===== config.mk =====
export PLATFORM = sky130hd
export DESIGN_NAME = ir_sensor_calibrated_normalizer_top
export DESIGN_NICKNAME = d
export VERILOG_FILES = /design/src/rtl/irn_pkg.sv /design/src/rtl/irn_cal_store.sv /design/src/rtl/irn_divider.sv /design/src/rtl/irn_datapath.sv /design/src/rtl/irn_ctrl.sv /design/src/rtl/ir_sensor_calibrated_normalizer_top.sv
export SDC_FILE = /design/constraint.sdc
export NUM_CORES = 2
export LEC_CHECK = 0
export BUFFER_PORTS_ARGS = -buffer_cell sky130_fd_sc_hd__buf_2
export CORE_MARGIN = 2
export CORE_UTILIZATION = 40
export CTS_CLUSTER_DIAMETER = 30
export DETAILED_ROUTE_END_ITERATION = 6
export PLACE_DENSITY_LB_ADDON = 0.05
export REMOVE_ABC_BUFFERS = 1
export SLEW_MARGIN = 20
export SYNTH_ARGS = -nofsm -noshare
export SYNTH_HDL_FRONTEND = slang
export SYNTH_HIERARCHICAL = 1
export SYNTH_SLANG_ARGS = --single-unit

===== constraint.sdc =====
create_clock -name clk -period 16.3 [get_ports clk]
set_input_delay 2.445 -clock clk [delete_from_list [all_inputs] [get_ports clk]]
set_output_delay 2.445 -clock clk [all_outputs]
set_load 0.01 [all_outputs]

===== src/rtl/irn_pkg.sv =====
// Shared constants, lookup tables, types and codes of the infrared normalizer.
package irn_pkg;

    // Default store geometry handed to the top level.
    localparam int SENSOR_ROWS_DEF = 4;
    localparam int SENSOR_COLS_DEF = 32;

    // Field widths.
    localparam int SAMPLE_BITS = 8;
    localparam int KIND_W      = 2;
    localparam int BADDR_W     = 8;
    localparam int IDX_W       = 3;
    localparam int RAW_W       = 8;
    localparam int ROW_W       = 2;
    localparam int COL_W       = 5;
    localparam int CAL_W       = 8;
    localparam int VAL_W       = 9;

    // Scaling constants.
    localparam int MIN_SPAN  = 96;
    localparam int SCALE_TOP = 99;
    localparam int SCALE_W   = 7;
    localparam int NUM_W     = SAMPLE_BITS + SCALE_W;
    localparam int QUO_W     = VAL_W;

    // Item kinds.
    localparam logic [KIND_W-1:0] KIND_SAMPLE   = 2'd0;
    localparam logic [KIND_W-1:0] KIND_LOAD_MIN = 2'd1;
    localparam logic [KIND_W-1:0] KIND_LOAD_MAX = 2'd2;

    // Board table.
    localparam int BOARD_COUNT = 7;
    localparam int BOARD_W     = 3;
    localparam int MAP_DEPTH   = BOARD_COUNT * 8;
    localparam int MAP_IDX_W   = BOARD_W + IDX_W;

    localparam logic [BADDR_W-1:0] BOARD_ADDR [BOARD_COUNT] = '{
        8'h20, 8'h21, 8'h22, 8'h30, 8'h31, 8'h32, 8'h33
    };

    localparam logic [ROW_W-1:0] ROW_TAB [MAP_DEPTH] = '{
        2'd0, 2'd0, 2'd0, 2'd0, 2'd0, 2'd0, 2'd0, 2'd0,
        2'd0, 2'd0, 2'd0, 2'd0, 2'd0, 2'd0, 2'd0, 2'd0,
        2'd0, 2'd0, 2'd0, 2'd0, 2'd0, 2'd0, 2'd0, 2'd0,
        2'd1, 2'd1, 2'd2, 2'd1, 2'd1, 2'd1, 2'd2, 2'd1,
        2'd1, 2'd1, 2'd2, 2'd1, 2'd1, 2'd1, 2'd2, 2'd1,
        2'd1, 2'd1, 2'd2, 2'd1, 2'd1, 2'd1, 2'd2, 2'd1,
        2'd1, 2'd1, 2'd2, 2'd1, 2'd1, 2'd1, 2'd2, 2'd1
    };

    localparam logic [COL_W-1:0] COL_TAB [MAP_DEPTH] = '{
        5'd20, 5'd21, 5'd22, 5'd23, 5'd0,  5'd1,  5'd2,  5'd3,
        5'd4,  5'd5,  5'd6,  5'd7,  5'd8,  5'd9,  5'd10, 5'd11,
        5'd12, 5'd13, 5'd14, 5'd15, 5'd16, 5'd17, 5'd18, 5'd19,
        5'd23, 5'd0,  5'd0,  5'd1,  5'd2,  5'd3,  5'd1,  5'd4,
        5'd5,  5'd6,  5'd2,  5'd7,  5'd8,  5'd9,  5'd3,  5'd10,
        5'd11, 5'd12, 5'd4,  5'd13, 5'd14, 5'd15, 5'd5,  5'd16,
        5'd17, 5'd18, 5'd6,  5'd19, 5'd20, 5'd21, 5'd7,  5'd22
    };

    typedef struct packed {
        logic               hit;
        logic [BOARD_W-1:0] num;
    } board_hit_t;

    // Commands from the controller to the datapath.
    typedef struct packed {
        logic accept;
        logic prep;
        logic div_step;
        logic out_load;
    } irn_cmd_t;

    // Status from the datapath to the controller.
    typedef struct packed {
        logic is_sample;
        logic need_div;
        logic out_free;
    } irn_sts_t;

    // Search the board table for a bus address.
    function automatic board_hit_t find_board(input logic [BADDR_W-1:0] addr);
        board_hit_t res;
        res.hit = 1'b0;
        res.num = '0;
        for (int i = 0; i < BOARD_COUNT; i++) begin
            if (BOARD_ADDR[i] == addr) begin
                res.hit = 1'b1;
                res.num = BOARD_W'(i);
            end
        end
        return res;
    endfunction

endpackage


===== src/rtl/irn_cal_store.sv =====
// Calibration minimum and maximum memories with per-entry valid bits.
module irn_cal_store
    import irn_pkg::*;
#(
    parameter int SENSOR_ROWS = SENSOR_ROWS_DEF,
    parameter int SENSOR_COLS = SENSOR_COLS_DEF,
    localparam int DEPTH  = SENSOR_ROWS * SENSOR_COLS,
    localparam int ADDR_W = $clog2(DEPTH)
)
(
    input  logic              clk,
    input  logic              rst_n,
    input  logic              wr_en,
    input  logic              wr_max,
    input  logic [ADDR_W-1:0] wr_addr,
    input  logic [CAL_W-1:0]  wr_data,
    input  logic              rd_en,
    input  logic [ADDR_W-1:0] rd_addr,
    output logic [CAL_W-1:0]  rd_min,
    output logic [CAL_W-1:0]  rd_max
);

    logic [CAL_W-1:0] min_mem [DEPTH];
    logic [CAL_W-1:0] max_mem [DEPTH];
    logic [DEPTH-1:0] min_vld_reg;
    logic [DEPTH-1:0] max_vld_reg;
    logic [CAL_W-1:0] min_data_reg;
    logic [CAL_W-1:0] max_data_reg;
    logic             min_hit_reg;
    logic             max_hit_reg;

    // Memory write and registered read.
    always_ff @(posedge clk)
    begin
        if (wr_en && !wr_max)
        begin
            min_mem[wr_addr] <= wr_data;
        end
        if (wr_en && wr_max)
        begin
            max_mem[wr_addr] <= wr_data;
        end
        if (rd_en)
        begin
            min_data_reg <= min_mem[rd_addr];
            max_data_reg <= max_mem[rd_addr];
        end
    end

    // Valid bits stand in for the all-zero reset contents.
    always_ff @(posedge clk or negedge rst_n)
    begin
        if (!rst_n)
        begin
            min_vld_reg <= '0;
            max_vld_reg <= '0;
            min_hit_reg <= 1'b0;
            max_hit_reg <= 1'b0;
        end
        else
        begin
            if (wr_en && !wr_max)
            begin
                min_vld_reg[wr_addr] <= 1'b1;
            end
            if (wr_en && wr_max)
            begin
                max_vld_reg[wr_addr] <= 1'b1;
            end
            if (rd_en)
            begin
                min_hit_reg <= min_vld_reg[rd_addr];
                max_hit_reg <= max_vld_reg[rd_addr];
            end
        end
    end

    // An entry never written reads as zero.
    assign rd_min = min_hit_reg ? min_data_reg : '0;
    assign rd_max = max_hit_reg ? max_data_reg : '0;

endmodule


===== src/rtl/irn_divider.sv =====
// Restoring divider that produces one quotient bit per step.
module irn_divider
    import irn_pkg::*;
(
    input  logic             clk,
    input  logic             load,
    input  logic             step,
    input  logic [NUM_W-1:0] num,
    input  logic [CAL_W-1:0] den,
    output logic [QUO_W-1:0] quot,
    output logic             ovf
);

    localparam int HI_W = NUM_W - QUO_W;

    logic [CAL_W-1:0] rem_reg,  rem_next;
    logic [QUO_W-1:0] quot_reg, quot_next;
    logic [CAL_W-1:0] den_reg,  den_next;
    logic             ovf_reg,  ovf_next;
    logic [CAL_W:0]   shifted;
    logic [CAL_W:0]   trial;
    logic             take;

    // One shift-subtract step, or a fresh load of the dividend.
    always_comb
    begin
        shifted   = {rem_reg, quot_reg[QUO_W-1]};
        trial     = shifted - {1'b0, den_reg};
        take      = !trial[CAL_W];
        rem_next  = rem_reg;
        quot_next = quot_reg;
        den_next  = den_reg;
        ovf_next  = ovf_reg;
        if (load)
        begin
            // The upper dividend bits seed the remainder; if they already reach the
            // divisor, the quotient does not fit and the result saturates.
            rem_next  = CAL_W'(num[NUM_W-1:QUO_W]);
            quot_next = num[QUO_W-1:0];
            den_next  = den;
            ovf_next  = ({{CAL_W{1'b0}}, num[NUM_W-1:QUO_W]} >= {{HI_W{1'b0}}, den});
        end
        else if (step)
        begin
            rem_next  = take ? trial[CAL_W-1:0] : shifted[CAL_W-1:0];
            quot_next = {quot_reg[QUO_W-2:0], take};
        end
    end

    always_ff @(posedge clk)
    begin
        rem_reg  <= rem_next;
        quot_reg <= quot_next;
        den_reg  <= den_next;
        ovf_reg  <= ovf_next;
    end

    assign quot = quot_reg;
    assign ovf  = ovf_reg;

endmodule


===== src/rtl/irn_datapath.sv =====
// Datapath: board lookup, calibration store, scaling, divider and output register.
module irn_datapath
    import irn_pkg::*;
#(
    parameter int SENSOR_ROWS = SENSOR_ROWS_DEF,
    parameter int SENSOR_COLS = SENSOR_COLS_DEF
)
(
    input  logic               clk,
    input  logic               rst_n,
    input  irn_cmd_t           cmd,
    output irn_sts_t           sts,
    input  logic               cfg_we,
    input  logic               cfg_enable,
    input  logic [KIND_W-1:0]  kind,
    input  logic [BADDR_W-1:0] board_address,
    input  logic [IDX_W-1:0]   sensor_index,
    input  logic [RAW_W-1:0]   raw_sample,
    input  logic [ROW_W-1:0]   load_row,
    input  logic [COL_W-1:0]   load_col,
    input  logic [CAL_W-1:0]   load_value,
    input  logic               out_stall,
    output logic               out_valid,
    output logic [ROW_W-1:0]   sensor_row,
    output logic [COL_W-1:0]   sensor_col,
    output logic [VAL_W-1:0]   scaled_value,
    output logic               bad_address
);

    localparam int ADDR_W = $clog2(SENSOR_ROWS * SENSOR_COLS);

    logic                   enable_reg;
    board_hit_t             board;
    logic [MAP_IDX_W-1:0]   map_idx;
    logic [ROW_W-1:0]       map_row;
    logic [COL_W-1:0]       map_col;
    logic                   map_in_range;
    logic                   load_in_range;
    logic                   is_load;
    logic [ADDR_W-1:0]      rd_addr;
    logic [ADDR_W-1:0]      wr_addr;
    logic [CAL_W-1:0]       rd_min;
    logic [CAL_W-1:0]       rd_max;

    logic [SAMPLE_BITS-1:0] sample_reg;
    logic [ROW_W-1:0]       row_reg;
    logic [COL_W-1:0]       col_reg;
    logic                   bad_reg;
    logic                   in_range_reg;

    logic [CAL_W-1:0]       lo;
    logic [CAL_W-1:0]       hi;
    logic [CAL_W:0]         span;
    logic                   span_low;
    logic                   zero_norm;
    logic [SAMPLE_BITS-1:0] diff;
    logic [NUM_W-1:0]       num;
    logic                   zero_reg;
    logic                   pass_reg;
    logic [QUO_W-1:0]       quot;
    logic                   ovf;

    logic                   out_valid_reg;
    logic [ROW_W-1:0]       out_row_reg;
    logic [COL_W-1:0]       out_col_reg;
    logic [VAL_W-1:0]       out_val_reg;
    logic [VAL_W-1:0]       out_val_next;
    logic                   out_bad_reg;

    // Normalize enable register.
    always_ff @(posedge clk or negedge rst_n)
    begin
        if (!rst_n)
        begin
            enable_reg <= 1'b1;
        end
        else if (cfg_we)
        begin
            enable_reg <= cfg_enable;
        end
    end

    // Board and sensor position lookup on the incoming word.
    always_comb
    begin
        board         = find_board(board_address);
        map_idx       = {board.num, sensor_index};
        map_row       = ROW_TAB[map_idx];
        map_col       = COL_TAB[map_idx];
        map_in_range  = (32'(map_row) < SENSOR_ROWS) && (32'(map_col) < SENSOR_COLS);
        load_in_range = (32'(load_row) < SENSOR_ROWS) && (32'(load_col) < SENSOR_COLS);
        rd_addr       = ADDR_W'(32'(map_row) * SENSOR_COLS + 32'(map_col));
        wr_addr       = ADDR_W'(32'(load_row) * SENSOR_COLS + 32'(load_col));
        is_load       = (kind == KIND_LOAD_MIN) || (kind == KIND_LOAD_MAX);
    end

    irn_cal_store #(
        .SENSOR_ROWS (SENSOR_ROWS),
        .SENSOR_COLS (SENSOR_COLS)
    ) u_store (
        .clk     (clk),
        .rst_n   (rst_n),
        .wr_en   (cmd.accept && is_load && load_in_range),
        .wr_max  (kind == KIND_LOAD_MAX),
        .wr_addr (wr_addr),
        .wr_data (load_value),
        .rd_en   (cmd.accept && sts.is_sample),
        .rd_addr (rd_addr),
        .rd_min  (rd_min),
        .rd_max  (rd_max)
    );

    // Capture the sample word when it is taken.
    always_ff @(posedge clk)
    begin
        if (cmd.accept && sts.is_sample)
        begin
            sample_reg   <= raw_sample[SAMPLE_BITS-1:0];
            row_reg      <= board.hit ? map_row : '0;
            col_reg      <= board.hit ? map_col : '0;
            bad_reg      <= !board.hit;
            in_range_reg <= board.hit && map_in_range;
        end
    end

    // Span checks and the scaled numerator.
    always_comb
    begin
        lo        = in_range_reg ? rd_min : '0;
        hi        = in_range_reg ? rd_max : '0;
        span      = {1'b0, hi} - {1'b0, lo};
        span_low  = span[CAL_W] || (span[CAL_W-1:0] < CAL_W'(MIN_SPAN));
        zero_norm = (hi == '0) || span_low || (sample_reg <= SAMPLE_BITS'(lo));
        diff      = sample_reg - SAMPLE_BITS'(lo);
        num       = NUM_W'(diff) * NUM_W'(SCALE_TOP);
    end

    // Result selection flags, fixed once the calibration is known.
    always_ff @(posedge clk)
    begin
        if (cmd.prep)
        begin
            zero_reg <= bad_reg || (enable_reg && zero_norm);
            pass_reg <= !enable_reg;
        end
    end

    irn_divider u_div (
        .clk  (clk),
        .load (cmd.prep),
        .step (cmd.div_step),
        .num  (num),
        .den  (span[CAL_W-1:0]),
        .quot (quot),
        .ovf  (ovf)
    );

    // Final value of the result word.
    always_comb
    begin
        if (zero_reg)
        begin
            out_val_next = '0;
        end
        else if (pass_reg)
        begin
            out_val_next = VAL_W'(sample_reg);
        end
        else if (ovf)
        begin
            out_val_next = '1;
        end
        else
        begin
            out_val_next = quot;
        end
    end

    // Output register: holds the result word until the receiver takes it.
    always_ff @(posedge clk or negedge rst_n)
    begin
        if (!rst_n)
        begin
            out_valid_reg <= 1'b0;
        end
        else if (cmd.out_load)
        begin
            out_valid_reg <= 1'b1;
        end
        else if (!out_stall)
        begin
            out_valid_reg <= 1'b0;
        end
    end

    always_ff @(posedge clk)
    begin
        if (cmd.out_load)
        begin
            out_row_reg <= row_reg;
            out_col_reg <= col_reg;
            out_val_reg <= out_val_next;
            out_bad_reg <= bad_reg;
        end
    end

    // Status for the controller.
    always_comb
    begin
        sts.is_sample = (kind == KIND_SAMPLE);
        sts.need_div  = enable_reg && !bad_reg && !zero_norm;
        sts.out_free  = !out_valid_reg || !out_stall;
    end

    assign out_valid    = out_valid_reg;
    assign sensor_row   = out_row_reg;
    assign sensor_col   = out_col_reg;
    assign scaled_value = out_val_reg;
    assign bad_address  = out_bad_reg;

endmodule


===== src/rtl/irn_ctrl.sv =====
// Controller state machine that sequences one sample through the datapath.
module irn_ctrl
    import irn_pkg::*;
(
    input  logic     clk,
    input  logic     rst_n,
    input  logic     in_valid,
    input  irn_sts_t sts,
    output irn_cmd_t cmd,
    output logic     in_stall
);

    localparam logic [1:0] S_IDLE = 2'd0;
    localparam logic [1:0] S_PREP = 2'd1;
    localparam logic [1:0] S_DIV  = 2'd2;
    localparam logic [1:0] S_DONE = 2'd3;

    localparam int CNT_W = $clog2(QUO_W);
    localparam logic [CNT_W-1:0] CNT_LAST = CNT_W'(QUO_W - 1);

    logic [1:0]       state_reg, state_next;
    logic [CNT_W-1:0] cnt_reg,   cnt_next;

    // Next state and commands.
    always_comb
    begin
        state_next = state_reg;
        cnt_next   = cnt_reg;
        cmd        = '0;
        case (state_reg)
            S_IDLE:
            begin
                cmd.accept = in_valid;
                if (in_valid && sts.is_sample)
                begin
                    state_next = S_PREP;
                end
            end
            S_PREP:
            begin
                cmd.prep   = 1'b1;
                cnt_next   = '0;
                state_next = sts.need_div ? S_DIV : S_DONE;
            end
            S_DIV:
            begin
                cmd.div_step = 1'b1;
                cnt_next     = cnt_reg + 1'b1;
                if (cnt_reg == CNT_LAST)
                begin
                    state_next = S_DONE;
                end
            end
            S_DONE:
            begin
                if (sts.out_free)
                begin
                    cmd.out_load = 1'b1;
                    state_next   = S_IDLE;
                end
            end
            default:
            begin
                state_next = S_IDLE;
            end
        endcase
    end

    always_ff @(posedge clk or negedge rst_n)
    begin
        if (!rst_n)
        begin
            state_reg <= S_IDLE;
            cnt_reg   <= '0;
        end
        else
        begin
            state_reg <= state_next;
            cnt_reg   <= cnt_next;
        end
    end

    // Words are taken only while no sample is in process.
    assign in_stall = (state_reg != S_IDLE);

endmodule


===== src/rtl/ir_sensor_calibrated_normalizer_top.sv =====
// Top level of the calibrated infrared sample normalizer.
//
// Input channel (in_valid/in_stall) carries one word per item: a sample word
// names a board address, sensor index and raw reading; a load word writes a
// calibration minimum or maximum at load_row/load_col. Load words give no
// result and do not stall the input. A sample word gives one result word on
// the output channel (out_valid/out_stall): mapped row and column, scaled
// value and a bad address flag.
// A sample holds the input stalled from when it is taken until its result is
// loaded into the output register, so a new sample enters only after that:
// the calibration memory is read as the sample is taken, the scaled numerator
// is formed and the bit-serial divider runs, then the output register is
// loaded once it is free. Samples that need no division skip the divider.
// The output register keeps a finished word while the receiver stalls, and the
// next word is taken meanwhile; a second result waits in the controller until
// the register frees.
// The configuration channel (cfg_valid/cfg_ready) writes normalize_enable; it
// is always ready. Reset clears all calibration entries to zero through valid
// bits at once, empties the output and sets normalize_enable to 1.
module ir_sensor_calibrated_normalizer_top
    import irn_pkg::*;
#(
    parameter int SENSOR_ROWS = SENSOR_ROWS_DEF,
    parameter int SENSOR_COLS = SENSOR_COLS_DEF
)
(
    input  logic               clk,
    input  logic               rst_n,
    input  logic               cfg_valid,
    output logic               cfg_ready,
    input  logic               normalize_enable,
    input  logic               in_valid,
    output logic               in_stall,
    input  logic [KIND_W-1:0]  kind,
    input  logic [BADDR_W-1:0] board_address,
    input  logic [IDX_W-1:0]   sensor_index,
    input  logic [RAW_W-1:0]   raw_sample,
    input  logic [ROW_W-1:0]   load_row,
    input  logic [COL_W-1:0]   load_col,
    input  logic [CAL_W-1:0]   load_value,
    output logic               out_valid,
    input  logic               out_stall,
    output logic [ROW_W-1:0]   sensor_row,
    output logic [COL_W-1:0]   sensor_col,
    output logic [VAL_W-1:0]   scaled_value,
    output logic               bad_address
);

    irn_cmd_t cmd;
    irn_sts_t sts;

    // The enable register accepts a write in any cycle.
    assign cfg_ready = 1'b1;

    irn_ctrl u_ctrl (
        .clk      (clk),
        .rst_n    (rst_n),
        .in_valid (in_valid),
        .sts      (sts),
        .cmd      (cmd),
        .in_stall (in_stall)
    );

    irn_datapath #(
        .SENSOR_ROWS (SENSOR_ROWS),
        .SENSOR_COLS (SENSOR_COLS)
    ) u_dp (
        .clk           (clk),
        .rst_n         (rst_n),
        .cmd           (cmd),
        .sts           (sts),
        .cfg_we        (cfg_valid && cfg_ready),
        .cfg_enable    (normalize_enable),
        .kind          (kind),
        .board_address (board_address),
        .sensor_index  (sensor_index),
        .raw_sample    (raw_sample),
        .load_row      (load_row),
        .load_col      (load_col),
        .load_value    (load_value),
        .out_stall     (out_stall),
        .out_valid     (out_valid),
        .sensor_row    (sensor_row),
        .sensor_col    (sensor_col),
        .scaled_value  (scaled_value),
        .bad_address   (bad_address)
    );

endmodule


Yosys cells after proc, flatten, opt, wreduce, memory -nomap -nowiden
Memories as Yosys holds them, arrays and structs flattened. A register that Yosys moved wholly into a read port is not among the register bits.
Cells that the tools add are included.
Storage, ports and cells
  bits in read-only memories: 448
  register bits: 328
  bits of input ports: 42
  word-level logic and storage cells: 139
  memories: 4
  output and inout bits: 20
  bits in writable memories: 2048
Memories
  u_dp.u_store.max_mem: words 128, bits a word 8, rd ports 1, clocked after memory_dff 1, wr ports 1, RTL line irn_cal_store.sv:24  | logic [CAL_W-1:0] max_mem [DEPTH];
  u_dp.u_store.min_mem: words 128, bits a word 8, rd ports 1, clocked after memory_dff 1, wr ports 1, RTL line irn_cal_store.sv:23  | logic [CAL_W-1:0] min_mem [DEPTH];
  (name not given): words 64, bits a word 5, rd ports 1, clocked after memory_dff 0, wr ports 0, RTL line irn_datapath.sv:89  | map_col = COL_TAB[map_idx];
  (name not given): words 64, bits a word 2, rd ports 1, clocked after memory_dff 0, wr ports 0, RTL line irn_datapath.sv:88  | map_row = ROW_TAB[map_idx];
Operators by class
  multipliers: 1
  magnitude comparators: 7
  mux-type cells: 45
  add/subtract/negate cells: 6
  bitwise operators: 3
  reduce and logical (&&, ||, !) cells: 31
  eq/ne operators: 17
Operators by type and width (count)
  $or A128 B128 Y128: 2
  $eq A6 B8 Y1 const A: 7
  $mux W8: 6
  $mux W4: 7
  $mux W9: 3
  $lt A7 B8 Y1 const B: 2
  $mul A8 B7 Y15 const B: 1
  $mux W1: 15
  $add A7 B5 Y7: 2
  $bmux W1 S7: 2
  $mux W6: 2
  $mux W2: 5
  $mux W5: 2
  $logic_and A1 B1 Y1: 9
  $sub A8 B8 Y9: 1
  $sub A9 B8 Y9: 1
  $ge A6 B8 Y1: 1
  $le A8 B8 Y1: 1
  $logic_not A1 Y1: 8
  $logic_not A8 Y1: 1
  $lt A8 B7 Y1 const B: 1
  $pmux W2 S4: 1
  $pmux W4 S2: 1
  $sub A8 B8 Y8: 1
  15 further kinds: 28

Logic depth before layout (Yosys ltp)
  word-level depth: 15
  mapped depth: 27
  mapped depth without buffers: 27

By module
The synthesis kept the hierarchy.
Modules (own cells, without submodules)
  irn_cal_store: instances 1, area each 89285.6 um^2, cells an instance 4004
  irn_datapath: instances 1, area each 3743.6 um^2, cells an instance 395
  irn_divider: instances 1, area each 1607.8 um^2, cells an instance 140
  irn_ctrl: instances 1, area each 400.4 um^2, cells an instance 44
  ir_sensor_calibrated_normalizer_top: instances 1, area each 11.3 um^2, cells an instance 2

Worst setup path before layout
No wires, ideal clock.
  path kind: input -> register
  from: input board_address[3]
  to: register u_dp.u_store.min_data_reg[2], read port of u_dp.u_store.min_mem (data pin)
  path buffers: 3
  stages on the path: 12
  path slack: 10889 ps
  arrival time: 5151 ps
  data required time: 16040 ps
  cells stage by stage: nor4_1 nand2_1 nor2_4 a21oi_1 nor3_1 buf_2 buf_2 clkbuf_1 mux4_2 mux4_2 o22ai_1 nor4_1
On the way
  word-level cells in the longest chain between the ends: 12
Ends and longest elaborated chain
  start, declared: RTL line ir_sensor_calibrated_normalizer_top.sv:35  | input logic [BADDR_W-1:0] board_address,
  $eq A6 B8 Y1: RTL line irn_pkg.sv:87  | if (BOARD_ADDR[i] == addr) begin
  $mux W4 (5 in series): RTL line irn_pkg.sv:87
  $mux W4 *: RTL line irn_pkg.sv:87
  $not A6 Y7 (not written as such) *: RTL line irn_datapath.sv:89
  $mem_v2 Z64 W5 *
  $mux W5 (not written as such) * (2 in series): RTL line irn_datapath.sv:89
  net u_dp.map_col[1]: RTL line irn_datapath.sv:36  | logic [COL_W-1:0] map_col;
  $add A7 B5 Y7 *: RTL line irn_datapath.sv:92  | rd_addr = ADDR_W'(32'(map_row) * SENSOR_COLS + 32'(map_col));
  end, declared: RTL line irn_cal_store.sv:27  | logic [CAL_W-1:0] min_data_reg;
The timed path passes the listed nets; every way through them passes the cells marked *. The select of a mux whose other input is x is not followed.
A chain may end at the register's enable or synchronous reset.

Worst setup path in the final report
  from: input board_address[3]
  to: register u_dp.u_store.min_data_reg[5], read port of u_dp.u_store.min_mem (data pin)
Same word-level chain as after synthesis.

==> load_flow_metrics.sql <==
INSERT INTO impl_metrics (metric_group, metric, value, unit) VALUES
('timing', 'slew_limit_headroom', '22.3', '%'),
('global_route', 'globalRoute.totalOverflow', '0', ''),
('logic_synthesis', 'synthMuxAreaShare', '17.0', '%'),
('setup_path', 'cp-start-kind', 'input pin', ''),
('detailed_routing', 'routed_wl', '266', 'mm'),
('clock_network', 'clkLatencyLatePin', '0.95', 'ns'),
('pwr', 'power.leakage', '41.5', 'nW'),
('placement', 'hpwl', '157', 'mm'),
('outcome', 'outcome', 'finished, final reports clean', ''),
('global_route', 'grt_pass1_wl', '379', 'mm'),
('detailed_routing', 'ant_nets_after_route', '0', ''),
('global_route', 'pin_count_of_the_biggest_net_entering_global_routing', '129', ''),
('timing', 'finalMaxSlewViolations', '0', ''),
('timing', 'setup_tns_final', '0', 'ns'),
('detailed_routing', 'dr.first_iter.drc_count', '4733', ''),
('clock_network', 'cts.repair_timing.setup_buffer_count', '0', ''),
('setup_path', 'cp.buffers_inverters', '4', ''),
('setup_path', 'timing.critical_path.fanout_max', '120', ''),
('clock_network', 'cts_hold_buffers', '0', ''),
('finish', 'drive_gt1_share', '37.8', '%'),
('logic_synthesis', 'synth.area.top_cells', 'edfxtp_1, mux4_2, dfrtp_1', ''),
('pwr', 'ir_worst_vdd', '0.000130', 'V'),
('logic_synthesis', 'top_area_cell_type_share_of_the_netlist_area', '67.1', '%'),
('run', 'max-cap-violations', '0', ''),
('global_route', 'antenna_found_initial', '27', ''),
('placement', 'post-place-cells', '7710', ''),
('clock_network', 'cts_made_buffers', '560', ''),
('timing', 'final_setup_violation_count', '0', ''),
('min_path', 'holdCritStartpoint', 'u_dp/col_reg[2]$_SDFFCE_PP0P_', ''),
('logic_synthesis', 'synth-seq-cells', '2392', ''),
('setup_path', 'end_kind', 'flop', ''),
('logic_synthesis', 'synth-warning-count', '6', ''),
('finish', 'final.fill_count', '19002', ''),
('finish', 'num-nets-final', '5258', ''),
('die', 'design.die.area', '0.242', 'sq mm'),
('global_route', 'grt_pass1_vias', '50181', ''),
('placement', 'gpl.final_weighted_congestion', '0.796', ''),
('timing', 'final_min_period_over_clock_period', '45.9', '%'),
('global_route', 'grt_use_total', '22.0', '%'),
('logic_synthesis', 'synth_compound_gate_area_share', '1.62', '%'),
('timing', 'timing.clock.skew', '0.0482', 'ns'),
('die', 'boundaryPins', '62', ''),
('clock_network', 'clock_slew_at_the_register_clock_pins_of_the_worst_setup_and_hold_paths', '0.05', 'ns'),
('setup_path', 'crit_family', 'buffers and inverters', ''),
('logic_synthesis', 'synth_ff_type', 'edfxtp_1', ''),
('die', 'chipWidth', '491', 'um'),
('setup_path', 'kind_of_critical_path', 'in2reg', ''),
('logic_synthesis', 'combinational_family_with_the_most_area_after_synthesis', 'multiplexers', ''),
('clock_network', 'cts_htree_levels', '6', ''),
('finish', 'layoutNonFillerInstCount', '8728', ''),
('logic_synthesis', 'synth.avg_cell_area', '20.7', 'sq um'),
('detailed_routing', 'vias_per_cell', '5.50', ''),
('clock_network', 'cts_repair_resize_count', '0', ''),
('die', 'initial_standard_cell_utilization_of_the_core', '40.3', '%'),
('logic_synthesis', 'netlist_area', '0.0950', 'sq mm'),
('timing', 'hold_viol_final', '0', ''),
('detailed_routing', 'route.vias.total', '48002', ''),
('logic_synthesis', 'post_synth_and_or_nand_nor_area_fraction', '4.36', '%'),
('setup_path', 'critical_path.slowest_cell', 'buf_4', ''),
('detailed_routing', 'routed_wire_per_std_cell', '30.5', 'um'),
('logic_synthesis', 'synthCells', '4585', ''),
('die', 'placement_rows', '178', ''),
('die', 'dieHeight', '491', 'um'),
('logic_synthesis', 'synth-edff-count', '2124', ''),
('logic_synthesis', 'post-synth-top-area-cell', 'edfxtp_1', ''),
('min_path', 'hold_path_class', 'reg2reg', ''),
('logic_synthesis', 'synthAdderAreaFrac', '1.29', '%'),
('clock_network', 'cts.sinks', '2392', ''),
('timing', 'worst_hold_slack', '0.410', 'ns'),
('setup_path', 'timing.critical_path.arrival', '8.08', 'ns'),
('detailed_routing', 'drc_errors', '0', '');
## where the power goes
group	switching, mW	leakage [nW]	internal, mW
registers	0.0467	22.8	6.82
clock network	3.44	9.17	7.69
logic	0.688	9.56	0.456
total	4.17	41.5	15.0
## layout by cell type (no fill, tap or decap), types with 21 or more instances in the layout
cell type	synthesis	layout
buf_4	5	131
buf_2	85	52
clkinv_2	0	83
clkbuf_1	98	81
nand2_1	79	73
clkinv_1	0	59
a21oi_1	24	23
clkinvlp_4	0	46
nor2_1	304	281
edfxtp_1	2124	2124
clkbuf_8	0	30
nor2b_1	30	30
ha_1	87	86
bufinv_16	0	72
inv_6	0	28
o22ai_1	78	78
inv_1	64	64
xnor2_1	21	21
mux4_2	698	698
o21ai_0	26	25
clkbuf_16	0	574
nor2_2	1	24
clkinv_4	0	21
and2_1	32	31
dfrtp_1	265	265
mux2i_1	24	24
or2_2	260	260
## per-layer routing
| metal | routed length (um) | up-vias | track usage (%) |
|---|---|---|---|
| met5 | 27 | - | 0 |
| met4 | 8350 | 4 | 7.79 |
| met3 | 16600 | 449 | 5.07 |
| met2 | 121000 | 1613 | 32.7 |
| met1 | 120000 | 25881 | 31.9 |
| li1 | - | 20055 | - |
## cells by family (layout without fill, tap and decap cells)
| kind of cell | Yosys count | in the layout |
|---|---|---|
| xor gates and xnor gates | 31 | 31 |
| muxes | 740 | 740 |
| adders and majority gates | 94 | 94 |
| AOI/OAI and AO/OA | 224 | 224 |
| and+or+nand+nor | 815 | 815 |
| buffers and inverters | 288 | 1274 |
| DFF | 2392 | 2392 |
| other | 1 | 8 |
## metrics by stage
stage | cell area (sq um) | setup WS (ns) | total power [mW]
CTS | 119000 | 8.69 | 19.3
global placement | 99600 | 6.88 | 8.12
global route | 119000 | 8.25 | 19.7
detailed placement | 99700 | 7.68 | 8.13
finish | 119000 | 8.82 | 19.1
floorplan | 94100 | -65.06 | 8.51
## worst paths after layout
| kind | endpoint | slack [ns] | depth (start not counted) |
|---|---|---|---|
| max in group asynchronous | u_dp/u_store/max_vld_reg[20]$_DFFE_PN0P_ | 12.53 | 3 |
| worst min-delay path | u_dp/sensor_col[2]$_DFFE_PP_ | 0.41 | 0 |
| min in group asynchronous | u_dp/u_store/min_vld_reg[33]$_DFFE_PN0P_ | 1.49 | 1 |
| worst max-delay path | u_dp/u_store/min_data_reg[5]$_DFFE_PP_ | 8.82 | 13 |
| worst min register to register | u_dp/sensor_col[2]$_DFFE_PP_ | 0.41 | 0 |
| worst max register to register | u_dp/u_div/ovf$_DFFE_PP_ | 9.96 | 26 |
## synth_stat cells (all sizes together) (3+ instances only)
cell,count
nor2b,32
o31ai,7
nand3,17
nand3b,8
a211oi,14
nor3,24
and2,33
a21oi,26
a21o,11
nand2,79
o311ai,3
xor2,9
o211ai,4
o21a,6
o22ai,78
inv,65
nor4,20
or3,4
nor3b,5
nand4,3
mux4,698
clkbuf,98
a2111oi,3
buf,125
dfrtp,265
a31o,3
or4,3
o31a,3
edfxtp,2124
o21ai,31
a22oi,10
and3,5
ha,87
fa,7
nand2b,12
xnor2,22
mux2i,24
mux2,18
or2,260
nor2,306
## cell type report
| type | instances | area [sq um] | share of cell area [%] |
|---|---|---|---|
| clock inverter | 326 | 3860 | 3.25 |
| sequential | 2392 | 70500 | 59.4 |
| multi-input combinational | 1905 | 23500 | 19.8 |
| tap | 3150 | 3940 | 3.32 |
| antenna | 7 | 17.5 | 0.0148 |
| timing repair buffer | 198 | 1490 | 1.26 |
| clock buffer | 685 | 15100 | 12.7 |
| inverter | 65 | 244 | 0.206 |
Note: power is estimated with default switching activity, not from simulation.
